`config.mk`:
```
export PLATFORM = sky130hd
export DESIGN_NAME = two_class_search_queue_rate_limited_top
export DESIGN_NICKNAME = d
export VERILOG_FILES = /design/src/rtl/core/tcsq_pkg.sv /design/src/rtl/core/two_class_search_queue_rate_limited_top.sv
export VERILOG_INCLUDE_DIRS = /design/src /design/src/rtl/core
export SDC_FILE = /design/constraint.sdc
export NUM_CORES = 2
export LEC_CHECK = 0
export CORE_MARGIN = 3
export CORE_UTILIZATION = 65
export DETAILED_ROUTE_END_ITERATION = 8
export DONT_BUFFER_PORTS = 1
export PLACE_DENSITY_LB_ADDON = 0.25
export SYNTH_ARGS = -nofsm -noshare
export SYNTH_HDL_FRONTEND = slang
export SYNTH_SLANG_ARGS = --single-unit
export TNS_END_PERCENT = 100
```
`constraint.sdc`:
```
create_clock -name clock -period 13.72 [get_ports clock]
set_clock_uncertainty 0.05 [all_clocks]
set_input_delay 0 -clock clock [delete_from_list [all_inputs] [get_ports clock]]
set_output_delay 0 -clock clock [all_outputs]
set_load 0.01 [all_outputs]
```
`src/rtl/core/two_class_search_queue_rate_limited_top_assert.svh`:
```
// assertion macros for the two-class search queue
`ifndef TWO_CLASS_SEARCH_QUEUE_RATE_LIMITED_TOP_ASSERT_SVH
`define TWO_CLASS_SEARCH_QUEUE_RATE_LIMITED_TOP_ASSERT_SVH

`ifndef ASSERT_OFF

// property checked at every clock edge outside reset
`define TCSQ_ASSERT(label, clk, rst, prop) \
   label: assert property (@(posedge clk) disable iff (rst) (prop)) \
      else $error("tcsq assertion failed");

// property checked at every clock edge, reset included
`define TCSQ_ASSERT_ALWAYS(label, clk, prop) \
   label: assert property (@(posedge clk) (prop)) \
      else $error("tcsq assertion failed");

`else

`define TCSQ_ASSERT(label, clk, rst, prop)
`define TCSQ_ASSERT_ALWAYS(label, clk, prop)

`endif

`endif

```
`src/rtl/core/tcsq_pkg.sv`:
```
package tcsq_pkg;

   // request codes
   typedef enum logic [1:0] {
      REQ_ENQUEUE = 2'd0,
      REQ_CANCEL  = 2'd1,
      REQ_QUERY   = 2'd2,
      REQ_TICK    = 2'd3
   } req_code_type;

   // response status codes
   typedef enum logic [1:0] {
      STATUS_OK          = 2'd0,
      STATUS_FULL        = 2'd1,
      STATUS_NOT_FOUND   = 2'd2,
      STATUS_NO_DISPATCH = 2'd3
   } status_type;

   // sequencer states
   typedef enum logic [2:0] {
      ST_IDLE,
      ST_SCAN,
      ST_SHIFT_UP,
      ST_SHIFT_DOWN,
      ST_TICK_READ,
      ST_TICK_EVAL,
      ST_DONE
   } state_type;

   localparam int unsigned MS_PER_SECOND = 1000;
   localparam int unsigned INTERVAL_W    = 12;
   localparam int unsigned INTERVAL_MS_W = 22;
   localparam logic [INTERVAL_W-1:0] INTERVAL_RESET = 12'd10;
   localparam logic [3:0] POSITION_MAX = 4'd15;

   typedef struct packed {
      req_code_type req_type;
      logic [15:0]  owner_id;
      logic [31:0]  search_ref;
      logic [63:0]  now_ms;
   } req_payload_type;

   typedef struct packed {
      status_type  status;
      logic        dispatched;
      logic [31:0] out_ref;
      logic [15:0] out_owner;
      logic [3:0]  position;
   } rsp_payload_type;

   // one queue slot
   typedef struct packed {
      logic [15:0] owner_id;
      logic [31:0] search_ref;
   } entry_type;

endpackage

```
`src/rtl/core/two_class_search_queue_rate_limited_top.sv`:
```
// accept to response valid: enqueue, cancel and query scan the queue (not automatic or full enqueues),
// one entry scanned per cycle, then one entry moved per cycle (single read port)
// tick: reads the head, then dispatches it and shifts the queue when due and not empty
// one transaction in flight; the next request is taken once the response is loaded,
// and the response is loaded only while the response side keeps up
// reset: synchronous active high; queue empties, last dispatch time 0, interval 10 s
`include "two_class_search_queue_rate_limited_top_assert.svh"

module two_class_search_queue_rate_limited_top #(
   parameter int QUEUE_DEPTH = 16
) (
   input  logic                      clock,
   input  logic                      reset,
   input  logic                      req_valid,
   output logic                      req_ready,
   input  tcsq_pkg::req_payload_type req_data,
   output logic                      rsp_valid,
   input  logic                      rsp_ready,
   output tcsq_pkg::rsp_payload_type rsp_data,
   input  logic                      csr_valid,
   output logic                      csr_ready,
   input  logic [tcsq_pkg::INTERVAL_W-1:0] csr_data
);

   localparam int IW = (QUEUE_DEPTH > 1) ? $clog2(QUEUE_DEPTH) : 1;
   localparam int CW = $clog2(QUEUE_DEPTH + 1);
   localparam logic [CW-1:0] FULL_COUNT = CW'(QUEUE_DEPTH);

   // queue storage
   tcsq_pkg::entry_type mem [QUEUE_DEPTH];
   tcsq_pkg::entry_type rd_data_ff;
   tcsq_pkg::entry_type mem_wdata;
   logic                mem_we;
   logic [IW-1:0]       mem_waddr;
   logic [IW-1:0]       mem_raddr;

   tcsq_pkg::state_type       state_ff, state_in;
   tcsq_pkg::req_payload_type req_ff, req_in;
   tcsq_pkg::rsp_payload_type res_ff, res_in;
   tcsq_pkg::rsp_payload_type rsp_ff, rsp_in;
   logic                      rsp_valid_ff, rsp_valid_in;
   logic [CW-1:0]             count_ff, count_in;
   logic [63:0]               last_ms_ff, last_ms_in;
   logic [tcsq_pkg::INTERVAL_W-1:0]    interval_ff, interval_in;
   logic [tcsq_pkg::INTERVAL_MS_W-1:0] interval_ms_ff;
   logic [CW-1:0]             issue_ff, issue_in;
   logic                      cmp_vld_ff, cmp_vld_in;
   logic [IW-1:0]             cmp_idx_ff, cmp_idx_in;
   logic [CW-1:0]             target_ff, target_in;
   logic [CW-1:0]             shift_ff, shift_in;
   logic                      wr_vld_ff, wr_vld_in;
   logic [IW-1:0]             wr_addr_ff, wr_addr_in;
   logic                      due_ok_ff, due_ok_in;

   logic          accept;
   logic [15:0]   scan_key;
   logic          scan_hit;
   logic          scan_miss;
   logic          out_free;
   logic          due_hit;
   logic [CW-1:0] shift_dec;
   logic [CW-1:0] found_idx;
   logic [3:0]    hit_position;

   // shared conditions
   assign accept    = req_valid && req_ready;
   assign scan_key  = (req_ff.req_type == tcsq_pkg::REQ_ENQUEUE) ? 16'd0 : req_ff.owner_id;
   assign scan_hit  = cmp_vld_ff && (rd_data_ff.owner_id == scan_key);
   assign scan_miss = !cmp_vld_ff && (issue_ff == count_ff);
   assign found_idx = scan_hit ? CW'(cmp_idx_ff) : count_ff;
   assign out_free  = !rsp_valid_ff || rsp_ready;
   assign shift_dec = shift_ff - CW'(1);
   assign due_hit   = (last_ms_ff + 64'(interval_ms_ff)) < req_ff.now_ms;
   assign hit_position = (32'(cmp_idx_ff) > 32'(tcsq_pkg::POSITION_MAX)) ?
                         tcsq_pkg::POSITION_MAX : 4'(cmp_idx_ff);

   // ports
   assign req_ready = (state_ff == tcsq_pkg::ST_IDLE);
   assign rsp_valid = rsp_valid_ff;
   assign rsp_data  = rsp_ff;
   assign csr_ready = 1'b1;

   // next state
   always_comb begin
      state_in = state_ff;
      case (state_ff)
         tcsq_pkg::ST_IDLE: begin
            if (accept) begin
               case (req_data.req_type)
                  tcsq_pkg::REQ_ENQUEUE: begin
                     if (count_ff == FULL_COUNT) begin
                        state_in = tcsq_pkg::ST_DONE;
                     end else if (req_data.owner_id == 16'd0) begin
                        state_in = tcsq_pkg::ST_SHIFT_UP;
                     end else begin
                        state_in = tcsq_pkg::ST_SCAN;
                     end
                  end
                  tcsq_pkg::REQ_CANCEL, tcsq_pkg::REQ_QUERY: begin
                     state_in = tcsq_pkg::ST_SCAN;
                  end
                  default: begin
                     state_in = tcsq_pkg::ST_TICK_READ;
                  end
               endcase
            end
         end
         tcsq_pkg::ST_SCAN: begin
            if (scan_hit || scan_miss) begin
               case (req_ff.req_type)
                  tcsq_pkg::REQ_ENQUEUE: state_in = tcsq_pkg::ST_SHIFT_UP;
                  tcsq_pkg::REQ_CANCEL: begin
                     state_in = scan_hit ? tcsq_pkg::ST_SHIFT_DOWN : tcsq_pkg::ST_DONE;
                  end
                  default: state_in = tcsq_pkg::ST_DONE;
               endcase
            end
         end
         tcsq_pkg::ST_SHIFT_UP: begin
            if (!(shift_ff > target_ff) && !wr_vld_ff) begin
               state_in = tcsq_pkg::ST_DONE;
            end
         end
         tcsq_pkg::ST_SHIFT_DOWN: begin
            if (!(shift_ff < count_ff) && !wr_vld_ff) begin
               state_in = tcsq_pkg::ST_DONE;
            end
         end
         tcsq_pkg::ST_TICK_READ: begin
            state_in = tcsq_pkg::ST_TICK_EVAL;
         end
         tcsq_pkg::ST_TICK_EVAL: begin
            if (due_ok_ff && (count_ff != '0)) begin
               state_in = tcsq_pkg::ST_SHIFT_DOWN;
            end else begin
               state_in = tcsq_pkg::ST_DONE;
            end
         end
         tcsq_pkg::ST_DONE: begin
            if (out_free) begin
               state_in = tcsq_pkg::ST_IDLE;
            end
         end
         default: begin
            state_in = tcsq_pkg::ST_IDLE;
         end
      endcase
   end

   // datapath and memory control
   always_comb begin
      req_in       = req_ff;
      res_in       = res_ff;
      rsp_in       = rsp_ff;
      rsp_valid_in = rsp_valid_ff && !rsp_ready;
      count_in     = count_ff;
      last_ms_in   = last_ms_ff;
      interval_in  = csr_valid ? csr_data : interval_ff;
      issue_in     = issue_ff;
      cmp_vld_in   = 1'b0;
      cmp_idx_in   = cmp_idx_ff;
      target_in    = target_ff;
      shift_in     = shift_ff;
      wr_vld_in    = 1'b0;
      wr_addr_in   = wr_addr_ff;
      due_ok_in    = due_ok_ff;
      mem_we       = 1'b0;
      mem_waddr    = wr_addr_ff;
      mem_wdata    = rd_data_ff;
      mem_raddr    = '0;

      case (state_ff)
         tcsq_pkg::ST_IDLE: begin
            if (accept) begin
               req_in   = req_data;
               issue_in = '0;
               res_in   = '{status: tcsq_pkg::STATUS_OK, dispatched: 1'b0,
                            out_ref: 32'd0, out_owner: 16'd0, position: 4'd0};
               if (req_data.req_type == tcsq_pkg::REQ_ENQUEUE) begin
                  if (count_ff == FULL_COUNT) begin
                     res_in.status = tcsq_pkg::STATUS_FULL;
                  end
                  // automatic requests go straight to the tail
                  target_in = count_ff;
                  shift_in  = count_ff;
               end
            end
         end
         tcsq_pkg::ST_SCAN: begin
            if (scan_hit || scan_miss) begin
               case (req_ff.req_type)
                  tcsq_pkg::REQ_ENQUEUE: begin
                     target_in = found_idx;
                     shift_in  = count_ff;
                  end
                  tcsq_pkg::REQ_CANCEL: begin
                     target_in = found_idx;
                     shift_in  = found_idx + CW'(1);
                     if (!scan_hit) begin
                        res_in.status = tcsq_pkg::STATUS_NOT_FOUND;
                     end
                  end
                  default: begin
                     if (scan_hit) begin
                        res_in.position = hit_position;
                     end else begin
                        res_in.status = tcsq_pkg::STATUS_NOT_FOUND;
                     end
                  end
               endcase
            end else if (issue_ff < count_ff) begin
               // issue one read per cycle, compare in the next cycle
               mem_raddr  = issue_ff[IW-1:0];
               cmp_vld_in = 1'b1;
               cmp_idx_in = issue_ff[IW-1:0];
               issue_in   = issue_ff + CW'(1);
            end
         end
         tcsq_pkg::ST_SHIFT_UP: begin
            // move entries one slot toward the tail, top down
            if (wr_vld_ff) begin
               mem_we = 1'b1;
            end
            if (shift_ff > target_ff) begin
               mem_raddr  = shift_dec[IW-1:0];
               wr_vld_in  = 1'b1;
               wr_addr_in = shift_ff[IW-1:0];
               shift_in   = shift_dec;
            end else if (!wr_vld_ff) begin
               mem_we    = 1'b1;
               mem_waddr = target_ff[IW-1:0];
               mem_wdata = '{owner_id: req_ff.owner_id, search_ref: req_ff.search_ref};
               count_in  = count_ff + CW'(1);
            end
         end
         tcsq_pkg::ST_SHIFT_DOWN: begin
            // close the gap, bottom up
            if (wr_vld_ff) begin
               mem_we = 1'b1;
            end
            if (shift_ff < count_ff) begin
               mem_raddr  = shift_ff[IW-1:0];
               wr_vld_in  = 1'b1;
               wr_addr_in = shift_dec[IW-1:0];
               shift_in   = shift_ff + CW'(1);
            end else if (!wr_vld_ff) begin
               count_in = count_ff - CW'(1);
            end
         end
         tcsq_pkg::ST_TICK_READ: begin
            mem_raddr = '0;
            due_ok_in = due_hit;
         end
         tcsq_pkg::ST_TICK_EVAL: begin
            if (due_ok_ff && (count_ff != '0)) begin
               res_in.dispatched = 1'b1;
               res_in.out_ref    = rd_data_ff.search_ref;
               res_in.out_owner  = rd_data_ff.owner_id;
               last_ms_in        = req_ff.now_ms;
               target_in         = '0;
               shift_in          = CW'(1);
            end else begin
               res_in.status = tcsq_pkg::STATUS_NO_DISPATCH;
            end
         end
         tcsq_pkg::ST_DONE: begin
            if (out_free) begin
               rsp_in       = res_ff;
               rsp_valid_in = 1'b1;
            end
         end
         default: begin
         end
      endcase
   end

   // queue memory, one write and one registered read per cycle
   always_ff @(posedge clock) begin
      if (mem_we) begin
         mem[mem_waddr] <= mem_wdata;
      end
      rd_data_ff <= mem[mem_raddr];
   end

   // control registers
   always_ff @(posedge clock) begin
      if (reset) begin
         state_ff       <= tcsq_pkg::ST_IDLE;
         rsp_valid_ff   <= 1'b0;
         count_ff       <= '0;
         last_ms_ff     <= '0;
         interval_ff    <= tcsq_pkg::INTERVAL_RESET;
         interval_ms_ff <= tcsq_pkg::INTERVAL_MS_W'(tcsq_pkg::INTERVAL_RESET) *
                           tcsq_pkg::INTERVAL_MS_W'(tcsq_pkg::MS_PER_SECOND);
         cmp_vld_ff     <= 1'b0;
         wr_vld_ff      <= 1'b0;
      end else begin
         state_ff       <= state_in;
         rsp_valid_ff   <= rsp_valid_in;
         count_ff       <= count_in;
         last_ms_ff     <= last_ms_in;
         interval_ff    <= interval_in;
         interval_ms_ff <= tcsq_pkg::INTERVAL_MS_W'(interval_ff) *
                           tcsq_pkg::INTERVAL_MS_W'(tcsq_pkg::MS_PER_SECOND);
         cmp_vld_ff     <= cmp_vld_in;
         wr_vld_ff      <= wr_vld_in;
      end
   end

   // payload registers
   always_ff @(posedge clock) begin
      req_ff     <= req_in;
      res_ff     <= res_in;
      rsp_ff     <= rsp_in;
      issue_ff   <= issue_in;
      cmp_idx_ff <= cmp_idx_in;
      target_ff  <= target_in;
      shift_ff   <= shift_in;
      wr_addr_ff <= wr_addr_in;
      due_ok_ff  <= due_ok_in;
   end

   // checks
   `TCSQ_ASSERT(a_count_bound, clock, reset, count_ff <= FULL_COUNT)
   `TCSQ_ASSERT(a_no_write_idle, clock, reset, (state_ff == tcsq_pkg::ST_IDLE) |-> !mem_we)
   `TCSQ_ASSERT(a_dispatch_ok, clock, reset,
                (rsp_valid_ff && rsp_ff.dispatched) |-> (rsp_ff.status == tcsq_pkg::STATUS_OK))
   `TCSQ_ASSERT(a_count_step, clock, reset,
                (!$past(reset) && !$stable(count_ff)) |->
                ((count_ff == $past(count_ff) + CW'(1)) ||
                 (count_ff == $past(count_ff) - CW'(1))))
   `TCSQ_ASSERT(a_last_on_tick, clock, reset,
                (!$past(reset) && !$stable(last_ms_ff)) |->
                ($past(state_ff) == tcsq_pkg::ST_TICK_EVAL))

endmodule
```
After elaboration in Yosys (flattened, before gate mapping)
Memories as Yosys holds them, arrays and structs flattened. A register that Yosys moved wholly into a read port is not among the register bits.
Index checks and enable logic that the tools add are counted.
{"block": "word_totals", "elab_cells": 194, "ram_bits": 768, "n_memories": 1, "regBits": 357}
{"name": "mem", "depth": 16, "word_bits": 48, "read_ports": 1, "rd_clocked_by_memory_dff": 1, "write_ports": 1, "line": "two_class_search_queue_rate_limited_top.sv:30", "text": "tcsq_pkg::entry_type mem [QUEUE_DEPTH];"}
{"block": "op_classes", "n_reduce_logical": 41, "bitwise_logic": 2, "n_eq_ne": 34, "magnitude_cmp": 4, "mul": 1, "add_sub_neg": 7, "n_mux": 75}
{"cell": "48-bit 2-to-1 mux", "n": 3}
{"cell": "49-bit case mux with 2 select lines", "n": 1}
{"cell": "5-bit 2-to-1 mux", "n": 17}
{"cell": "64-bit by 22-bit adder with 64-bit output", "n": 1}
{"cell": "64-bit less-than comparator", "n": 1}
{"cell": "55-bit 2-to-1 mux", "n": 1}
{"cell": "49-bit 2-to-1 mux", "n": 1}
{"cell": "4-bit 2-to-1 mux", "n": 12}
{"cell": "2-bit inequality test (second input constant)", "n": 19}
{"cell": "5-bit case mux with 2 select lines", "n": 3}
{"cell": "5-bit case mux with 5 select lines", "n": 1}
{"cell": "3-bit 2-to-1 mux", "n": 8}
{"cell": "3-bit case mux with 7 select lines", "n": 1}
{"cell": "5-bit by 1-bit adder with 5-bit output (second input constant)", "n": 4}
{"cell": "12-bit by 7-bit multiplier with 19-bit output (second input constant)", "n": 1}
{"cell": "16-bit == test", "n": 1}
{"cell": "16-bit logical NOT", "n": 1}
{"cell": "16-bit 2-to-1 mux", "n": 1}
{"cell": "4-bit case mux with 2 select lines", "n": 2}
{"cell": "5-bit case mux with 3 select lines", "n": 1}
{"cell": "5-bit AND reduction", "n": 3}
{"cell": "1-bit 2-to-1 mux", "n": 12}
{"cell": "3-bit case mux with 2 select lines", "n": 2}
{"cell": "4-bit case mux with 3 select lines", "n": 1}
{"cell": "other kinds (31)", "n": 66}

Logic depth before layout (Yosys ltp)
{"block": "depth", "depth_word": 9, "mapped_depth": 23}

Worst setup path before layout
Ideal clock, no wire load.
{"block": "synth_path", "kind": "flip-flop to flip-flop", "start": "register shift_ff[0]", "end": "memory mem[13][0] (netlist bit), enable pin", "stages_incl_launch_ff": 10, "setup_slack_ns": 9.193, "period_less_slack_ns": 4.527, "arrival_ns": 4.023, "setup_time_ns": 0.454, "path_cell_list": "edfxtp_1 -> inv_1 -> ha_1 -> and3_1 -> a31oi_1 -> o21ai_0 -> nand3b_1 -> clkbuf_1 -> a31oi_1 -> nor2_1"}
{"block": "synth_between", "elab_chain_cells": 5}
{"item": "from (decl)", "line": "two_class_search_queue_rate_limited_top.sv:50", "text": "logic [CW-1:0] shift_ff, shift_in;"}
{"item": "from (signal assigned)", "line": "two_class_search_queue_rate_limited_top.sv:318", "text": "shift_ff <= shift_in;"}
{"item": "5-bit greater-than comparator *", "line": "two_class_search_queue_rate_limited_top.sv:224", "text": "if (shift_ff > target_ff) begin"}
{"item": "1-bit 2-to-1 mux", "line": "two_class_search_queue_rate_limited_top.sv:224"}
{"item": "1-bit case mux with 2 select lines", "line": "two_class_search_queue_rate_limited_top.sv:172", "text": "case (state_ff)"}
{"item": "1-bit 2-to-1 mux", "line": "two_class_search_queue_rate_limited_top.sv:279", "text": "if (mem_we) begin"}
{"item": "1-bit 2-to-1 mux (not written as such)", "line": "two_class_search_queue_rate_limited_top.sv:280", "text": "mem[mem_waddr] <= mem_wdata;"}
{"item": "to (decl)", "line": "two_class_search_queue_rate_limited_top.sv:30"}
Mark *: on every way between the ends. The rest lies on a longest branch, timed or not.

Final worst setup path
{"block": "layout_path", "start": "register req_ff[113] (netlist bit)", "end": "register rd_data_ff[19] (netlist name)"}
{"block": "layout_between", "elab_chain_cells": 7}
{"item": "from (decl)", "line": "two_class_search_queue_rate_limited_top.sv:38", "text": "tcsq_pkg::req_payload_type req_ff, req_in;"}
{"item": "from (signal assigned)", "line": "two_class_search_queue_rate_limited_top.sv:312", "text": "req_ff <= req_in;"}
{"item": "2-bit logical NOT", "line": "two_class_search_queue_rate_limited_top.sv:67", "text": "assign scan_key = (req_ff.req_type == tcsq_pkg::REQ_ENQUEUE) ? 16'd0 : req_ff.owner_id;"}
{"item": "16-bit 2-to-1 mux", "line": "two_class_search_queue_rate_limited_top.sv:67"}
{"item": "16-bit == test", "line": "two_class_search_queue_rate_limited_top.sv:68", "text": "assign scan_hit = cmp_vld_ff && (rd_data_ff.owner_id == scan_key);"}
{"item": "1-bit logical AND", "line": "two_class_search_queue_rate_limited_top.sv:68"}
{"item": "1-bit logical OR", "line": "two_class_search_queue_rate_limited_top.sv:190", "text": "if (scan_hit || scan_miss) begin"}
{"item": "4-bit 2-to-1 mux", "line": "two_class_search_queue_rate_limited_top.sv:190"}
{"item": "4-bit case mux with 3 select lines", "line": "two_class_search_queue_rate_limited_top.sv:172"}
No other way between the ends.
A chain may end at the register's enable or synchronous reset.

==> results_dict.tcl <==
set metrics [dict create \
    ant_nets 0 \
    path_max_fanout 203 \
    grt_pass1_vias 36570 \
    syn_to_final_growth_pct 13.81 \
    crit_required_ns 14.23 \
    cts_buffer_depth 3 \
    synth-edff-count 1016 \
    core_mm2 0.07964 \
    cap_violations 0 \
    htree_levels 3 \
    seq_area_frac_synth_pct 63.71 \
    overflow 0 \
    fmax_ghz 0.1712 \
    setup_violations 0 \
    p_total_uw 11630 \
    cts-root-buf "clkbuf_16" \
    cp-start-kind "flop" \
    fin_crit_sh_pct 42.58 \
    power_density_mw_per_mm2 193.8 \
    nets 4639 \
    timing_hold_violations_final 0 \
    end_kind "flop" \
    arrival_ns 6.35 \
    vias_per_cell 6.786 \
    tns_ns 0 \
    grt_busiest_layer "met2" \
    cts_buffers 116 \
    final_cell_mix "edfxtp_1 (1,016), nand2_1 (424), dlygate4sd3_1 (267), inv_1 (252), a21oi_1 (223)" \
    combPwrFrac_pct 29.7 \
    status "finished clean" \
    seq_power_share_pct 42.6 \
    dieArea_mm2 0.08458 \
    p_switching_uw 4123 \
    clock_power_share_pct 27.7 \
    ys_ff_latch 1170 \
    io_buffers 0 \
    layout_commonest_cell "edfxtp_1" \
    met3_usage_pct 5.647 \
    drc_errors 0 \
    die_w_um 290.8 \
    ioPinCount 189 \
    drive_gt1_share_pct 6.537 \
    grt_pass1_wl_um 214800 \
    antenna_found_initial 1 \
    netlist_instances 4194 \
    final_area_mm2 0.06001 \
    p_int_uw 7504 \
    gp_congestion 0.8258 \
    synth_area_per_cell_um2 12.57 \
    post_dp_cell_area_mm2 0.05341 \
    use_met2_pct 53.33 \
    synthDistinctLibCells 76 \
    ir_drop_v 0.0002595 \
    rows 103 \
    start_util_pct 66.21 \
    timing.final.crit_period_ns 5.842 \
    wl_per_cell_um 25.49 \
    dieHeight_um 290.8 \
    clkSinkCount 1170 \
    synthArstFlopShare_pct 0 \
    grt_use_total_pct 32.38 \
    hold_depth 1 \
    yosys_warnings 0 \
    r2r_slack_ns 7.88 \
    ys.flop_type "edfxtp_1" \
    reg2regPathDepth 12 \
    finalWirelength_um 139500 \
    dr_total_vias 37130 \
    worstSkewPairLatency_ns 0.70 \
    dr.pass1.iters 8 \
    syn-num-nets 4516 \
    syn_area_mm2 0.05273 \
    cts_tree "yes" \
    hold_ws_ns 0.04186 \
    rsz0062_at_grt "false" \
    post_cts_buffers 0 \
    p_leak_uw 0.02100 \
    cts.reportedPaths.clkPinSlew_ns 0.06 \
    nFillCells 4818 \
    relSlewSlack_pct 23.52 \
    use_met1_pct 43.17 \
    worst_pin_slew_ns 1.147 \
    switching_share_pct 35.46 \
    hold_class "input pin to flop" \
    crit_type "flop to flop" \
    grt_max_degree 223 \
    drt_iter0_drc 4330 \
    place.detailed.hpwl_um 69490 \
    slew_violations 0 \
]
cell usage after synthesis (23+ instances only):
cell type | number | area share [%]
a21o_1 | 35 | 0.50
a21oi_1 | 223 | 2.1
a221o_1 | 98 | 1.9
a22oi_1 | 146 | 2.1
a311oi_1 | 50 | 0.83
a31oi_1 | 66 | 0.78
and3_1 | 62 | 0.74
buf_2 | 60 | 0.57
clkbuf_1 | 223 | 1.6
dfxtp_1 | 154 | 5.8
edfxtp_1 | 1016 | 58
fa_1 | 40 | 1.5
ha_1 | 151 | 3.6
inv_1 | 255 | 1.8
mux2i_1 | 109 | 2.1
nand2_1 | 427 | 3.0
nand3_1 | 174 | 1.7
nor2_1 | 205 | 1.5
nor2b_1 | 23 | 0.27
nor3_1 | 42 | 0.40
o211ai_1 | 103 | 1.5
o21ai_0 | 46 | 0.44
o311ai_0 | 193 | 3.2
xnor2_1 | 43 | 0.71
xor2_1 | 54 | 0.90
final cells by class:
class / count / area, µm² / area share [%]
clock inverter: 65 / 743.2 / 1.238
clock buffer: 157 / 3157 / 5.260
antenna: 1 / 2.502 / 0.004170
tap: 1050 / 1314 / 2.189
timing repair buffer: 323 / 3163 / 5.271
multi-input combinational: 2450 / 17070 / 28.45
sequential: 1170 / 33590 / 55.98
inverter: 256 / 968.4 / 1.614
kinds of logic (layout without fill, tap and decap cells):
family	count (synthesis)	after routing	synth area share [%]
flops	1170	1170	63.71
other cells	1	2	0.007112
mux	110	110	2.090
simple gates	1031	1031	8.829
buf+inv	574	801	4.399
fa+ha+maj	191	191	5.102
compound gates	1020	1020	14.26
xor+xnor	97	97	1.611
routing by layer:
| metal | share of wire (%) | wire length [µm] |
|---|---|---|
| met1 | 37 | 51660 |
| met2 | 49 | 68120 |
| met3 | 10 | 14120 |
| met4 | 4.0 | 5559 |
| met5 | 0 | 0 |
per-stage QoR:
stage / cells / utilization (%) / setup slack [ns]
2_1_floorplan: 4194 / - / 9.193
3_3_place_gp: 4981 / 67.06 / 8.219
3_5_place_dp: 4981 / 67.06 / 8.129
4_1_cts: 5471 / 75.35 / 8.050
5_1_grt: 5471 / 75.35 / 7.504
6_report: 5472 / 75.35 / 7.878
repair_timing:
| action | in CTS | in global routing |
|---|---|---|
| resized for setup | 0 | 0 |
| hold endpoints to repair | 227 | 0 |
| hold buffers | 268 | 0 |
path summary, 6_finish.rpt:
check                startpoint              to
setup / recovery    req_ff[113]  rd_data_ff[19]
setup reg to reg    req_ff[113]  rd_data_ff[19]
hold / removal    req_data[112]     req_ff[112]
hold reg to reg      res_ff[36]    rsp_data[36]
worst max-delay path: stages, from the launching register on:
cell	delay, ns
edfxtp_1	0.52
nor2_1	0.52
nor2_1	0.12
o32ai_1	0.36
nand3_1	0.26
o21ai_4	0.22
buf_12	0.64
o31a_4	0.51
buf_4	0.84
buf_4	0.90
o211ai_1	0.18
a22oi_1	0.25
nand3_1	0.11
sequential cells by signal, indices dropped and copies added (netlist names), 4 cells and up:
signal and cells:
mem 768, req_ff 114, last_ms_ff 64, res_ff 55, rsp_data 55, rd_data_ff 48, interval_ms_ff 19, interval_ff 12
count_ff 5, issue_ff 5, shift_ff 5, target_ff 5, cmp_idx_ff 4, wr_addr_ff 4
power groups by stage:
stage	registers (µW)	logic (µW)	clock network, µW
2_1_floorplan	4910	2350	0
6_report	4950	3460	3220
5_1_grt	4980	3760	3380
3_5_place_dp	5010	3270	0
3_3_place_gp	5000	3200	0
4_1_cts	4940	3380	3230
No activity file was read; power rests on OpenSTA's default activity.
